<file path="config.mk">
export PLATFORM = sky130hd
export DESIGN_NAME = pwrv_div
export DESIGN_NICKNAME = d
export VERILOG_FILES = /design/src/hdl/pwrv_pkg.sv /design/src/hdl/pwrv_div.sv
export SDC_FILE = /design/constraint.sdc
export NUM_CORES = 1
export LEC_CHECK = 0
export ABC_AREA = 1
export BUFFER_PORTS_ARGS = -buffer_cell sky130_fd_sc_hd__buf_2
export CELL_PAD_IN_SITES_DETAIL_PLACEMENT = 0
export CELL_PAD_IN_SITES_GLOBAL_PLACEMENT = 1
export CORE_ASPECT_RATIO = 0.5
export CORE_MARGIN = 5
export CORE_UTILIZATION = 35
export DETAILED_ROUTE_END_ITERATION = 12
export GPL_ROUTABILITY_DRIVEN = 0
export PLACE_DENSITY_LB_ADDON = 0.1
export SYNTH_ARGS = -nofsm -noshare
export SYNTH_HDL_FRONTEND = slang
export SYNTH_SLANG_ARGS = --single-unit
</file>
<file path="constraint.sdc">
create_clock -name i_clk -period 3.2 [get_ports i_clk]
set_clock_uncertainty 0.1 [all_clocks]
set_input_delay 0.32 -clock i_clk [delete_from_list [all_inputs] [get_ports i_clk]]
set_output_delay 0.32 -clock i_clk [all_outputs]
set_load 0.01 [all_outputs]
</file>
<file path="src/hdl/pwrv_pkg.sv">
// Package for the per-pixel weighted running variance block.
// Holds image geometry, field widths and the status struct; no dependencies.
package pwrv_pkg;
    localparam int IMAGE_WIDTH  = 256;
    localparam int IMAGE_HEIGHT = 256;
    localparam int ADDR_W  = 16;
    localparam int DEPTH   = 1 << ADDR_W;
    localparam int W_RAD   = 40;
    localparam int W_MEAN  = 32;
    localparam int W_SPR   = 48;
    localparam int W_WGT   = 40;
    localparam int W_DIV   = 72;
    // Bits of one pixel entry: three radiance, three mean, three spread, one weight.
    localparam int ENTRY_W = 3 * W_RAD + 3 * W_MEAN + 3 * W_SPR + W_WGT;

    typedef struct packed {
        logic [W_RAD-1:0]  rad;
        logic [W_MEAN-1:0] mean;
        logic [W_SPR-1:0]  spr;
    } t_chan;

    typedef struct packed {
        t_chan [2:0]      ch;
        logic [W_WGT-1:0] wgt;
    } t_entry;

    typedef struct packed {
        logic start;
        logic busy;
        logic done;
    } t_div_ctl;

    // Column or row from a Q0.16 fraction, clamped to the last one.
    function automatic logic [ADDR_W-1:0] pick_coord(input logic [15:0] frac,
                                                     input int size);
        logic [31:0] c;
        c = (32'(frac) * 32'(size)) >> 16;
        if (c > 32'(size - 1)) c = 32'(size - 1);
        return c[ADDR_W-1:0];
    endfunction
endpackage

</file>
<file path="src/hdl/pwrv_div.sv">
// Restoring divider, one quotient bit per cycle.
// Depends on pwrv_pkg for widths and the control struct.
module pwrv_div (
    input  logic                      i_clk,
    input  logic                      i_rst_n,
    input  logic                      i_start,
    input  logic [pwrv_pkg::W_DIV-1:0] i_num,
    input  logic [pwrv_pkg::W_WGT-1:0] i_den,
    output pwrv_pkg::t_div_ctl        o_ctl,
    output logic [pwrv_pkg::W_DIV-1:0] o_quo
);
    localparam int CW = $clog2(pwrv_pkg::W_DIV + 1);
    logic [pwrv_pkg::W_DIV-1:0] r_q;
    logic [pwrv_pkg::W_WGT:0]   r_rem;
    logic [pwrv_pkg::W_WGT-1:0] r_den;
    logic [CW-1:0]              r_cnt;
    logic                       r_busy, r_done;
    logic [pwrv_pkg::W_WGT:0]   n_trial;

    assign n_trial = {r_rem[pwrv_pkg::W_WGT-1:0], r_q[pwrv_pkg::W_DIV-1]};

    always_ff @(posedge i_clk) begin
        if (!i_rst_n) begin
            r_busy <= 1'b0;
            r_done <= 1'b0;
            r_cnt  <= '0;
        end else begin
            r_done <= 1'b0;
            if (i_start) begin
                r_busy <= 1'b1;
                r_cnt  <= CW'(pwrv_pkg::W_DIV);
            end else if (r_busy) begin
                r_cnt <= r_cnt - 1'b1;
                if (r_cnt == CW'(1)) begin
                    r_busy <= 1'b0;
                    r_done <= 1'b1;
                end
            end
        end
    end

    always_ff @(posedge i_clk) begin
        if (i_start) begin
            r_q   <= i_num;
            r_rem <= '0;
            r_den <= i_den;
        end else if (r_busy) begin
            if (n_trial >= {1'b0, r_den}) begin
                r_rem <= n_trial - {1'b0, r_den};
                r_q   <= {r_q[pwrv_pkg::W_DIV-2:0], 1'b1};
            end else begin
                r_rem <= n_trial;
                r_q   <= {r_q[pwrv_pkg::W_DIV-2:0], 1'b0};
            end
        end
    end

    assign o_ctl = '{start: i_start, busy: r_busy, done: r_done};
    assign o_quo = r_q;
endmodule

</file>
Word level (Yosys, flattened, before mapping):

Cells that the tools add are included.

* input bits: 115
* logic and storage cells: 26
* flip-flop bits (word level): 161
* output and inout port bits: 75

* reductions and logical operators: 3
* magnitude comparators: 1
* eq/ne operators: 1
* mux-type cells: 10
* add/sub/neg operators: 2
* bitwise logic cells: 2

Operators with widths (number)
* 72-bit 2-to-1 mux: 2
* 41-bit by 40-bit >= comparator with 1-bit output: 1
* 40-bit 2-to-1 mux: 1
* 40-bit subtractor: 1
* 7-bit 2-to-1 mux: 2
* 7-bit by 1-bit equality test with 1-bit output (second input constant): 1
* 7-bit by 1-bit subtractor with 7-bit output (second input constant): 1
* 1-bit 2-to-1 mux: 5
* 3-bit OR reduction: 1
* 1-bit NOT: 2
* 2-bit nonzero test: 1
* 2-bit OR reduction: 1

Depth between registers and ports, before layout:

* depth in word-level cells: 4
* mapped depth: 17
* depth with buffers taken out: 17

Worst setup path before layout:

OpenSTA, ideal clock, no wires.

* path type: register -> register
* start point: reg r_busy
* end point: reg r_q (netlist bit o_quo[0]) (enable)
* cell stages (with the launch flop): 4
* arrival time: 2.879 ns
* setup time: 0.465 ns
* path slack: -0.244 ns
* path through: dfxtp_1 > nor2_1 > inv_1 > clkbuf_1

* word-level cells in the longest chain between the ends: 1

RTL lines
* from (decl): line pwrv_div.sv:17 `logic r_busy, r_done;`
* from (signal assigned): line pwrv_div.sv:24 `r_busy <= 1'b0;`
* from (signal assigned): line pwrv_div.sv:30 `r_busy <= 1'b1;`
* from (signal assigned): line pwrv_div.sv:35 `r_busy <= 1'b0;`
* 2-bit nonzero test (no line)
* to (signal assigned): line pwrv_div.sv:44 `r_q <= i_num;`
* to (signal assigned): line pwrv_div.sv:50 `r_q <= {r_q[pwrv_pkg::W_DIV-2:0], 1'b1};`
* to (signal assigned): line pwrv_div.sv:53 `r_q <= {r_q[pwrv_pkg::W_DIV-2:0], 1'b0};`
* to (decl): line pwrv_div.sv:13 `logic [pwrv_pkg::W_DIV-1:0] r_q;`

Every way passes these cells.
A chain may end at the register's enable or synchronous reset.

Final worst setup path:

* start point: reg r_den[36] (netlist name)
* end point: reg r_rem[9] (netlist name)

* word-level cells in the longest chain between the ends: 2

RTL lines
* from (decl): line pwrv_div.sv:15 `logic [pwrv_pkg::W_WGT-1:0] r_den;`
* from (signal assigned): line pwrv_div.sv:46 `r_den <= i_den;`
* 41-bit by 40-bit >= comparator with 1-bit output: line pwrv_div.sv:48 `if (n_trial >= {1'b0, r_den}) begin`
* 40-bit 2-to-1 mux: line pwrv_div.sv:48
* to (signal assigned): line pwrv_div.sv:49 `r_rem <= n_trial - {1'b0, r_den};`
* to (signal assigned): line pwrv_div.sv:52 `r_rem <= n_trial;`
* to (decl): line pwrv_div.sv:14 `logic [pwrv_pkg::W_WGT:0] r_rem;`

Every way passes these cells.

==> results.py <==
metrics = {
    "critical_path": {
        "startpoint_type": "flip-flop",
        "cp-startpoint": "r_den[36]$_DFFE_PP_",
        "path_class": "reg -> reg",
        "r2r_start": "r_den[36]$_DFFE_PP_",
        "cp-end-kind": "flip-flop",
        "crit_arrival_ns": 3.01,
        "crit_required_ns": 3.49,
        "crit_fanout": 40,
    },
    "grt": {
        "grt_max_degree": 80,
        "grt_pass1_vias": 9152,
        "grt.total_usage_pct": 19.1,
        "grt_pass1_wl_mm": 48.2,
        "antenna_found_initial": 3,
        "grt_overflow": 0,
    },
    "power_and_ir_drop": {
        "p_switching_mw": 1.53,
        "pwr-share-comb_pct": 13.8,
        "p_total_mw": 5.35,
        "p_seq_share_pct": 46.2,
        "leakage_nw": 6.58,
        "peakVddDrop_v": 0.000397,
        "pwr-share-clk_pct": 39.9,
        "intPower_mw": 3.83,
        "power_density_mw_per_mm2": 430,
        "swShare_pct": 28.5,
    },
    "timing": {
        "max_freq_mhz": 367,
        "fin_crit_ns": 2.72,
        "rsz0062_at_grt": "no",
        "fin_crit_sh_pct": 85.2,
        "holdWs_ns": 0.0297,
        "worst_slew_pin_slew_ns": 0.911,
        "worst_slack_ns": 0.475,
        "fin_tns_setup_ns": 0,
        "finalMaxSlewViolations": 0,
        "setup_viol_count_final": 0,
        "hold_violations": 0,
        "max_slew_margin_pct": 39.3,
    },
    "route": {
        "vias": 9200,
        "drt_pass1_iterations": 5,
        "wire_per_inst_um": 14.7,
        "avgViaCountPerCell": 4.54,
        "first_iter_violations": 556,
        "wl_mm": 29.9,
        "drc": 0,
        "wl_met2_mm": 12.8,
        "wl_met1_mm": 14.8,
        "maxUsedRoutingLayer": "met5",
        "antenna_left": 0,
        "wl_met3_mm": 1.95,
    },
    "finish": {
        "synthToLayoutAreaGrowth_pct": 25.4,
        "finalNetCount": 1791,
        "nFillCells": 3000,
        "antenna_cells": 0,
        "stdcell_area_mm2": 0.0125,
        "drive_above_1_share_pct": 15.2,
    },
    "min_path": {
        "hp-class": "in -> reg",
        "min_from": "i_num[23]",
    },
    "logic_synthesis": {
        "synth.top_cell.area_share_pct": 33.8,
        "synth-compound-area-share_pct": 3.30,
        "synth_cell_types": 40,
        "synth-seq-area-share_pct": 43.7,
        "synthTopCellsByCount": "nand2_1 (615), inv_1 (229), edfxtp_1 (112)",
        "synth_ff_type": "edfxtp_1",
        "synth.top_cells.by_area": "edfxtp_1 (34%), nand2_1 (23%), dfxtp_1 (9.9%)",
        "ys_ff_latch": 161,
        "synth_top_family_by_area": "simple AND/OR/NAND/NOR gates",
        "synth.most_common_cell": "nand2_1",
        "ys_warn_count": 0,
        "synth-simple-area-share_pct": 34.6,
        "yosys.area_share.xor_xnor_pct": 2.11,
        "synthMuxAreaShare_pct": 0,
        "synthCells": 1394,
        "yosys.area.top_type": "edfxtp_1",
        "syn_nets": 1552,
        "synthAdderAreaFrac_pct": 5.49,
        "avgSynthCellArea_um2": 7.13,
        "postSynth.asyncResetShare_pct": 0,
        "synth-edff-count": 112,
        "synth_area_mm2": 0.00994,
    },
    "clock_tree": {
        "clock_path_buffers": 2,
        "numCtsBuffers": 17,
        "path_clk_slew_ns": 0.08,
        "h-tree-depth": 4,
        "tritoncts": "done",
        "clk_latency_ns": 0.46,
        "clock_sink_count": 161,
        "cts-root-buf": "clkbuf_16",
        "ctsResizeCount": 0,
    },
    "floorplan": {
        "rows": 43,
        "die_x_um": 248,
        "core_mm2": 0.0279,
        "die_area_mm2": 0.0321,
        "start_util_pct": 35.7,
        "io_pins": 190,
        "die_h_um": 129,
    },
    "placed_design": {
        "pre_cts_ws_ns": 0.477,
        "dp_hpwl_mm": 22.6,
        "placed_area_mm2": 0.0113,
        "port_buffers": 189,
    },
    "job": {
        "cap_viol_max_count": 0,
    },
    "run_status": {
        "status": "completed",
    },
}
power by group through the flow:
stage	Sequential [mW]	Clock [mW]	Combinational, mW
6_report	2.48	2.14	0.740
5_1_grt	2.49	2.30	0.839
4_1_cts	2.48	2.22	0.753
3_5_place_dp	2.52	0	0.695
3_3_place_gp	2.52	0	0.693
2_1_floorplan	2.56	0	0.347
final timing paths:
path	slack (ns)	end	cells past startpoint
max	0.48	r_rem[9]$_SDFFE_PP0P_	11
min reg2reg	0.37	r_rem[23]$_SDFFE_PP0P_	2
min	0.03	o_quo[23]$_DFFE_PP_	3
max reg2reg	0.48	r_rem[9]$_SDFFE_PP0P_	11
kinds of logic (layout without fill, tap and decap cells):
group | count (synthesis) | after routing
simple gates | 836 | 836
buf+inv | 269 | 521
flops | 161 | 161
compound gates | 61 | 61
fa+ha+maj | 43 | 43
xor+xnor | 24 | 24
sequential cells by signal, summed over array words and instances, names as in the netlist:
name	count
r_den	40
r_rem	40
r_done	1
r_busy	1
o_quo	72
r_cnt	7
layout make-up:
type / instances / area (um2) / area share, %
multi-input combinational: 964 / 4530 / 36.3
inverter: 231 / 868 / 6.97
timing repair buffer: 258 / 1630 / 13.0
tap: 382 / 478 / 3.83
sequential: 161 / 4340 / 34.9
clock buffer: 17 / 425 / 3.41
clock inverter: 15 / 191 / 1.54
repair_timing:
action | 4_1_cts | 5_1_grt
endpoints found under the hold margin | 59 | 0
endpoints found under the setup margin | 0 | 0
setup buffers | 0 | 0
hold buffers | 59 | 0
placed cells by master (no fill, tap or decap), drive strengths merged:
cell type	instances
a211oi	1
a21boi	2
a21o	1
a21oi	23
a31oi	2
and2	3
and3	2
buf	199
bufinv	1
clkbuf	17
clkinv	8
clkinvlp	1
dfxtp	49
dlygate4sd3	59
edfxtp	112
fa	1
ha	42
inv	236
nand2	618
nand3	94
nand3b	22
nand4	3
nor2	83
nor3	6
nor3b	1
nor4	2
o21a	1
o21ai	28
o21bai	3
or2	2
xnor2	20
xor2	4
metrics by stage:
stage / util (%) / cells
CTS: 44.7 / 2028
finish: 44.7 / 2028
global placement: 40.4 / 1937
global route: 44.7 / 2028
floorplan: - / 1394
detailed placement: 40.4 / 1937
layer usage:
| layer | global-route usage, % | vias to the layer above |
|---|---|---|
| li1 | - | 4778 |
| met1 | 26.6 | 4220 |
| met2 | 29.2 | 176 |
| met3 | 6.70 | 22 |
| met4 | 3.60 | 4 |
| met5 | 0 | - |
critical path, cell delays in order (launching register included):
cell and delay, ns:
edfxtp_1 0.36, inv_1 0.08, ha_1 0.29, a21oi_1 0.24, o21ai_0 0.16, a21oi_1 0.17
nand2_1 0.12, nor2_4 0.39, nand2_4 0.39, nand2_1 0.17, nand3_1 0.08, o21ai_1 0.09
No activity file was read; power rests on OpenSTA's default activity.
