$ cat src/hdl/pwrv_ram.sv
// Generic single-port synchronous RAM with a registered read.
// No dependencies.
module pwrv_ram #(
    parameter int WIDTH = 8,
    parameter int DEPTH = 16
) (
    input  logic                     i_clk,
    input  logic                     i_we,
    input  logic [$clog2(DEPTH)-1:0] i_addr,
    input  logic [WIDTH-1:0]         i_wdata,
    output logic [WIDTH-1:0]         o_rdata
);
    logic [WIDTH-1:0] r_mem [DEPTH];
    always_ff @(posedge i_clk) begin
        if (i_we) r_mem[i_addr] <= i_wdata;
        o_rdata <= r_mem[i_addr];
    end
endmodule

$ cat config.mk
export PLATFORM = sky130hd
export DESIGN_NAME = pwrv_ram
export DESIGN_NICKNAME = d
export VERILOG_FILES = /design/src/hdl/pwrv_ram.sv
export SDC_FILE = /design/constraint.sdc
export NUM_CORES = 1
export LEC_CHECK = 0
export BUFFER_PORTS_ARGS = -buffer_cell sky130_fd_sc_hd__buf_2
export CORE_MARGIN = 4
export CORE_UTILIZATION = 60
export CTS_BUF_LIST = sky130_fd_sc_hd__clkbuf_4 sky130_fd_sc_hd__clkbuf_8 sky130_fd_sc_hd__clkbuf_16
export CTS_CLUSTER_SIZE = 8
export DETAILED_ROUTE_END_ITERATION = 12
export GPL_TIMING_DRIVEN = 0
export PLACE_DENSITY = 0.84
export REMOVE_ABC_BUFFERS = 1
export SETUP_SLACK_MARGIN = 0.1
export SYNTH_ARGS = -nofsm -noshare
export SYNTH_HDL_FRONTEND = slang
export SYNTH_SLANG_ARGS = --single-unit
$ cat constraint.sdc
create_clock -name i_clk -period 2.2 [get_ports i_clk]
set_input_delay 0.11 -clock i_clk [delete_from_list [all_inputs] [get_ports i_clk]]
set_output_delay 0.11 -clock i_clk [all_outputs]
set_load 0.01 [all_outputs]
== Yosys cells after proc, flatten, opt, wreduce, memory -nomap -nowiden ==
Memory sizes are Yosys's and may differ from the RTL's. A register that Yosys moved wholly into a read port is not among the register bits.
Cells that the tools add are included.

* Input bits: 14
* Output and inout bits: 8
* Logic and storage cells: 3
* Bits in registers: 0
* Bits in writable memories: 128
* Memories: 1

{| class="wikitable"
|+ Memories
! memory !! depth !! bits a word !! read ports !! clocked after Yosys merged registers in !! write ports !! line !! source
|-
| r_mem || 16 || 8 || 1 || 1 || 1 || 13 || <nowiki>logic [WIDTH-1:0] r_mem [DEPTH];</nowiki>
|}

* Mux-type cells: 2

{| class="wikitable"
|+ Operators by type and width
! cell !! count
|-
| $mux W1 || 2
|}

== Longest topological paths before layout ==
Gate-level depths: netlist of the first run.

* Depth in word-level cells: 2
* Depth in mapped cells: 5
* Mapped depth without buffers: 3

== Worst setup path before layout of the first run ==
Ideal clock, no wire load.

* Path kind: input port to flip-flop
* From: in i_addr[2]
* To: mem r_mem[0][0] (enable)
* Path buffers: 0
* Required time: 1,817 ps
* Cell stages on the path: 2
* Setup time: 383 ps
* Arrival time: 1,220 ps
* Path slack: 597 ps
* Cell sequence: or3b_2 > nor3_1

{| class="wikitable"
|+ RTL lines
! item !! line !! source
|-
| start, declared || 9 || <nowiki>input logic [$clog2(DEPTH)-1:0] i_addr,</nowiki>
|-
| end, declared || 13 ||
|}

No word-level cell before the write port.

== Final worst setup path of the first run ==
* From: in i_addr[1]
* To: mem r_mem[7][2] (enable)

No word-level cell before the write port.

==> impl_results.md, run 1 <==
- Outcome: finished clean
- MaxCap Viol Count: 0
- Core area: 8220 sq um
- HPWL Detailed: 5330 um
- # IOs: 22
- Nets@finish: 281
- Area growth syn-to-layout: 16.6%
- RSZ-0062 raised after global routing: false
- DP Worst Slack: -0.377 ns
- Async set-reset flop share out of synthesis: 0
- # port buffers: 21
- Via density per instance: between 6 and 7
- Total setup buffers inserted after CTS: 0
- TritonCTS Buffers: 17
- Peak supply drop: about 0.44 mV
- Static Leak: roughly 1.9 nW
- EDFF count, synth: 128
- H-tree Lvls: 4
- Routed Antenna Nets: 0
- Layout cells sized above 1: 0.314
- Synth Area per Inst: 22.0 sq um
- Clk_skew: 0.00585 ns
- Clock Sinks: 136
- DRT iter0 DRCs: ~320
- Hold WC Path Type: in -> reg
- Final WL: 9870 um
- Cell Pwr Density: 992 nW/um^2
- Crit path DAT: ~1.9 ns
- Clk slew on worst S/H paths: about 0.06 ns
- Synth Warn #: 0
- Sequential fraction of the synthesis area: 0.790
- First-pass GRT wire length: approximately 15000 um
- Number of fill cells: 430
- Worst-skew pair later-pin latency: 0.51 ns
- Post-CTS sizing: 0
- Global route overflow: 0
- Final Cell Area: 5910 sq um
- Clock Path Buffers: 2
- Worst-margin pin slew: 1.31 ns
- Die area: 9980 sq um
- CP Launch Type: input port
- Slew Viols, Final: 0
- DP Area: 5240 sq um
- Chip height: 99.9 um
- #FFs+latches synth: 136
- Syn Std Cell Area: 5070 sq um
- Routability cong.: 0.761
- Hold slack final: about 0.26 ns
- Net Sw Frac: 0.199
- Gr usage total: 0.220
- Fmax: about 0.56 GHz
- Row count: 33
- Reg power frac: 0.497
- Largest net degree at the start of global routing: 40
- Post-synth cell types: 18
- Final min period: 1.79 ns
- Hold Vio Cnt, Final: 0
- Final WS setup: 0.411 ns
- Residual DRC count: 0
- Antenna violations before repair: 0
- Synth Instances: 230
- Final Setup Violations: 0
- CTS tree: yes
- Combinational Power Share: 0.047
- Max_slew headroom: 0.117
- Final Cycle Share: 0.813
- Sw power: between 1 and 1.5 mW
- Die width: 99.9 um
- Clk pwr share: 0.456
- Ys flop type: edfxtp_1
- Initial Util: 0.617
- Hold buffers post-CTS: 8
- Diodes inserted: 0
- Critical path class: in -> reg
- Worst path required time: 2.33 ns
- CP Capture Type: flip-flop
- Root buf cell: clkbuf_8
- Vias in the first global route: approximately 2.6k
- Vias: 2457
- Worst-path fanout max: 39
- WL per Instance: 25.6 um
- Int Power: 4.69 mW
- TritonRoute pass-1 iters: 4
## metrics by stage
stage / util / std cells / total power, mW / setup TNS, ns
final: 0.719 / 385 / 5.86 / 0
after global routing: 0.719 / 385 / 6.03 / 0
after CTS: 0.717 / 385 / 5.89 / 0
after detailed placement: 0.638 / 345 / 3.22 / -23.05
after global placement: 0.638 / 345 / 3.21 / -15.46
after floorplan: - / 219 / 3.09 / 0
## final timing paths
kind / cells after the start / endpoint / slack [ns] / start
min: 3 / r_mem[12][3] / 0.26 / i_we
min reg2reg: 3 / o_rdata[4] / 0.68 / r_mem[12][4]
max reg2reg: 3 / o_rdata[5] / 0.70 / r_mem[11][5]
max: 3 / r_mem[7][2] / 0.41 / i_addr[1]
## cells by family (layout without fill, tap and decap cells)
family | after synthesis | in the layout | share of synthesized area
AO/OA/AOI/OAI | 16 | 16 | 0.0237
buffers and inverters | 11 | 61 | 0.0119
flip-flops | 136 | 136 | 0.790
multiplexers | 32 | 32 | 0.142
AND/OR/NAND/NOR | 35 | 35 | 0.0321
## flip-flops by register name, indices dropped and copies added (netlist names)
| signal | cells |
|---|---|
| o_rdata | 8 |
| r_mem | 128 |
## placed cells by master (no fill, tap or decap)
cell / count
bufinv_16: 1
and2_1: 1
buf_4: 1
clkinv_2: 4
dfxtp_1: 8
nor2_1: 13
nand3b_1: 2
nor3_2: 2
dlygate4sd3_1: 8
nand2_1: 9
mux4_2: 32
a22oi_1: 16
clkbuf_8: 3
buf_2: 20
clkbuf_16: 17
nand3_1: 1
nand2b_1: 2
or3b_2: 1
clkinv_4: 1
nor3_1: 2
edfxtp_1: 128
nor2b_1: 2
clkbuf_4: 5
clkinvlp_4: 1
## power by group through the flow
stage,sequential (mW),clock [mW],combinational (mW)
detailed placement,2.97,0,0.258
global placement,2.96,0,0.247
global route,2.92,2.82,0.298
floorplan,2.97,0,0.119
finish,2.91,2.67,0.274
CTS,2.91,2.70,0.275
## cells in the mapped netlist, types with 2 or more instances
library cell / instances / area (sq um)
nand2_1: 9 / 33.8
buf_2: 2 / 10.0
a22oi_1: 16 / 120
buf_6: 2 / 22.5
mux4_2: 32 / 721
edfxtp_1: 128 / 3840
buf_1: 4 / 15.0
nand2b_1: 2 / 12.5
nand3b_1: 2 / 15.0
nor3_1: 4 / 20.0
clkbuf_1: 2 / 7.51
nor2_1: 13 / 48.8
dfxtp_1: 8 / 160
nor2b_1: 2 / 12.5
## per-layer routing
layer / GRT usage / wire length [um]
met1: 0.301 / 3870
met2: 0.348 / 5110
met3: 0.0556 / 705
met4: 0.0819 / 182
met5: 0 / 0
## critical path: stages
cell and delay, ns:
buf_2 0.71, nand2_1 0.27, nor2_1 0.80
## layout make-up
type,count,area [sq um],area share
timing repair buffer,29,188,0.0318
clock inverter,7,66.3,0.0112
clock buffer,25,504,0.0854
multi-input combinational,83,1010,0.172
tap,105,131,0.0222
sequential,136,4000,0.678
No activity file was read; power rests on OpenSTA's default activity.
==> run 2, diff against run 1 <==
- ABC_AREA: default -> 1
- clock period: 2.2 -> 1.8 ns (I/O delays scaled with it)
==> impl_results.md, run 2 <==
- Outcome: finished clean
- Vias: 3714
- RSZ-0062 raised after global routing: true
- DP Worst Slack: -1.34 ns
- Tot Pwr: 7.35 mW
- Final Cycle Share: 0.893
- Final Setup Violations: 0
- Ys flop type: edfxtp_1
- Max_slew headroom: 0.514
- Clock Path Buffers: 2
- CTS tree: yes
- Chip height: 105 um
- # IOs: 22
- Async set-reset flop share out of synthesis: 0
- CP Launch Type: input port
- Routed Antenna Nets: 0
- Die area: between 10000 and 15000 sq um
- Top cells by area, synth: edfxtp_1 69%, nand2_1 23%, dfxtp_1 2.9%, inv_1 1.4%, nor2_1 1.2%
- Final min period: 1.61 ns
- Clock Sinks: 136
- Max reg flops: between 100 and 150
- Core area: 8890 sq um
- Fmax: 0.622 GHz
- Critical path class: in -> reg
- Area growth syn-to-layout: 14.7%
- Gr usage total: 0.216
- WL per Instance: 16.1 um
- Peak supply drop: 0.772 mV
- Hold Vio Cnt, Final: 0
- Final WL: 11200 um
- Yosys top cell area share: 0.687
- Hold WC Path Type: in -> reg
- Final WS setup: a little under 0.2 ns
- Initial Util: 0.629
- Worst-path fanout max: 67
- H-tree Lvls: 4
- Highest cell delay on the worst timing path: roughly 0.64 ns
- Most common cell in the netlist: nand2_1
- Row count: 34
- Layout cells sized above 1: 0.105
- Worst path required time: 1.95 ns
- #FFs+latches synth: 136
- CP Capture Type: flip-flop
- Crit path DAT: 1.75 ns
- Largest net degree at the start of global routing: 68
- Sequential fraction of the synthesis area: 0.716
- Top reg by flops: r_mem
- Clk slew on worst S/H paths: 0.06 ns
- Global route overflow: 0
- Antenna violations before repair: 0
- Yosys top cell by area: edfxtp_1
- Largest registers: r_mem: 128 flops, o_rdata: 8 flops
- First-pass GRT wire length: about 18000 um
- Static Leak: 2.75 nW
- HPWL Detailed: 6280 um
- Commonest non-fill, non-tap cell in the layout: nand2_1
- Vias in the first global route: around 3.5k
- Diodes inserted: 0
- Worst-margin pin slew: 0.726 ns
- Post-synth cell types: 11
- Crit-path cells: buf_4 > inv_8 > nand3_1 > nor2_1
- Crit-path slowest cell: nor2_1
- TritonRoute pass-1 iters: 8
- TritonCTS Buffers: 17
- Worst-skew pair later-pin latency: 0.52 ns
- # port buffers: 21
- MaxCap Viol Count: 0
- Synth Area per Inst: 10.2 sq um
- Slew Viols, Final: 0
- Residual DRC count: 0
- DRT iter0 DRCs: 326
- Root buf cell: clkbuf_8
- Via density per instance: about 5.3
- Syn Std Cell Area: 5590 sq um
- Synth Warn #: 0
- Synth Instances: about 550
- Routability cong.: 0.792
- Synth top cells by count: 346 x nand2_1, 128 x edfxtp_1, 21 x inv_1, 18 x nor2_1, 12 x buf_2
- Die width: 105 um
- Most frequent cells in the layout: 346 x nand2_1, 128 x edfxtp_1, 21 x inv_1
- EDFF count, synth: 128
- Total setup buffers inserted after CTS: 0
- Hold slack final: 0.147 ns
- Nets@finish: around 590
- Clk_skew: approximately 0.0044 ns
- Cell Pwr Density: approximately 1100 nW/um^2
[run 2: changes by cell type in the layout (fill, tap and decap cells not counted), sizes merged, moves of 5 or more]
cell and delta:
nand2 +337, nor2 +5, inv +24, mux4 -32, clkbuf -6, a22oi -16
[run 2: cells by family (layout without fill, tap and decap cells)]
group / Yosys count / after routing / share of synthesized area
buffers and inverters: 44 / 84 / 0.0362
DFF: 136 / 136 / 0.716
and+or+nand+nor: 368 / 368 / 0.248
[run 2: final cells by class]
cell class              count  area (sq um)
flip-flops and latches    136          4000
inverters                  23          96.3
repair buffers             29           188
fillers                   562          2480
well taps                 108           135
clock inverters            13           154
multi-input cells         368          1410
clock buffers              19           429
[run 2: where the power goes]
group | leakage [nW] | total (mW) | switching (mW) | internal [mW]
registers | 1.22 | 3.56 | 0.0181 | 3.54
clock network | 0.282 | 3.37 | 1.24 | 2.13
logic | 1.24 | 0.425 | 0.308 | 0.117
[run 2: critical path, delay by kind of cell]
family / cells / cell delay (ns)
buffers and inverters: 2 / 0.72
AND/OR/NAND/NOR: 2 / 0.91
[run 2: final timing paths]
check	start	endpoint	slack, ns	depth (start not counted)
hold reg to reg	r_mem[0][4]	o_rdata[4]	0.70	8
setup reg to reg	r_mem[5][0]	o_rdata[0]	0.71	8
hold / removal	i_addr[2]	o_rdata[1]	0.15	6
setup / recovery	i_addr[0]	r_mem[2][1]	0.19	4
[run 2: routing by layer]
metal  wire [um]  part of all wire  GRT usage  vias to the layer above
met1        4740              0.42      0.291                     1707
li1            -                 -          -                     1808
met2        5280              0.47      0.336                      178
met4         152             0.014     0.0864                        0
met5           0                 0          0                        -
met3        1030             0.092     0.0610                       21
[run 2: through the flow]
| step | TNS [ns] | instances | cell area (sq um) | util |
|---|---|---|---|---|
| global placement | -133.27 | 656 | 5720 | 0.643 |
| floorplan | 0 | 527 | 5480 | - |
| CTS | 0 | 696 | 6400 | 0.720 |
| global route | 0 | 696 | 6410 | 0.721 |
| finish | 0 | 696 | 6410 | 0.721 |
| detailed placement | -135.80 | 656 | 5720 | 0.643 |
[run 2: timing repair]
item / in CTS / in global routing
pin swaps: 0 / 0
hold buffers: 8 / 0
hold endpoints to repair: 128 / 0
endpoints found under the setup margin: 136 / 84
resized for setup: 8 / 6
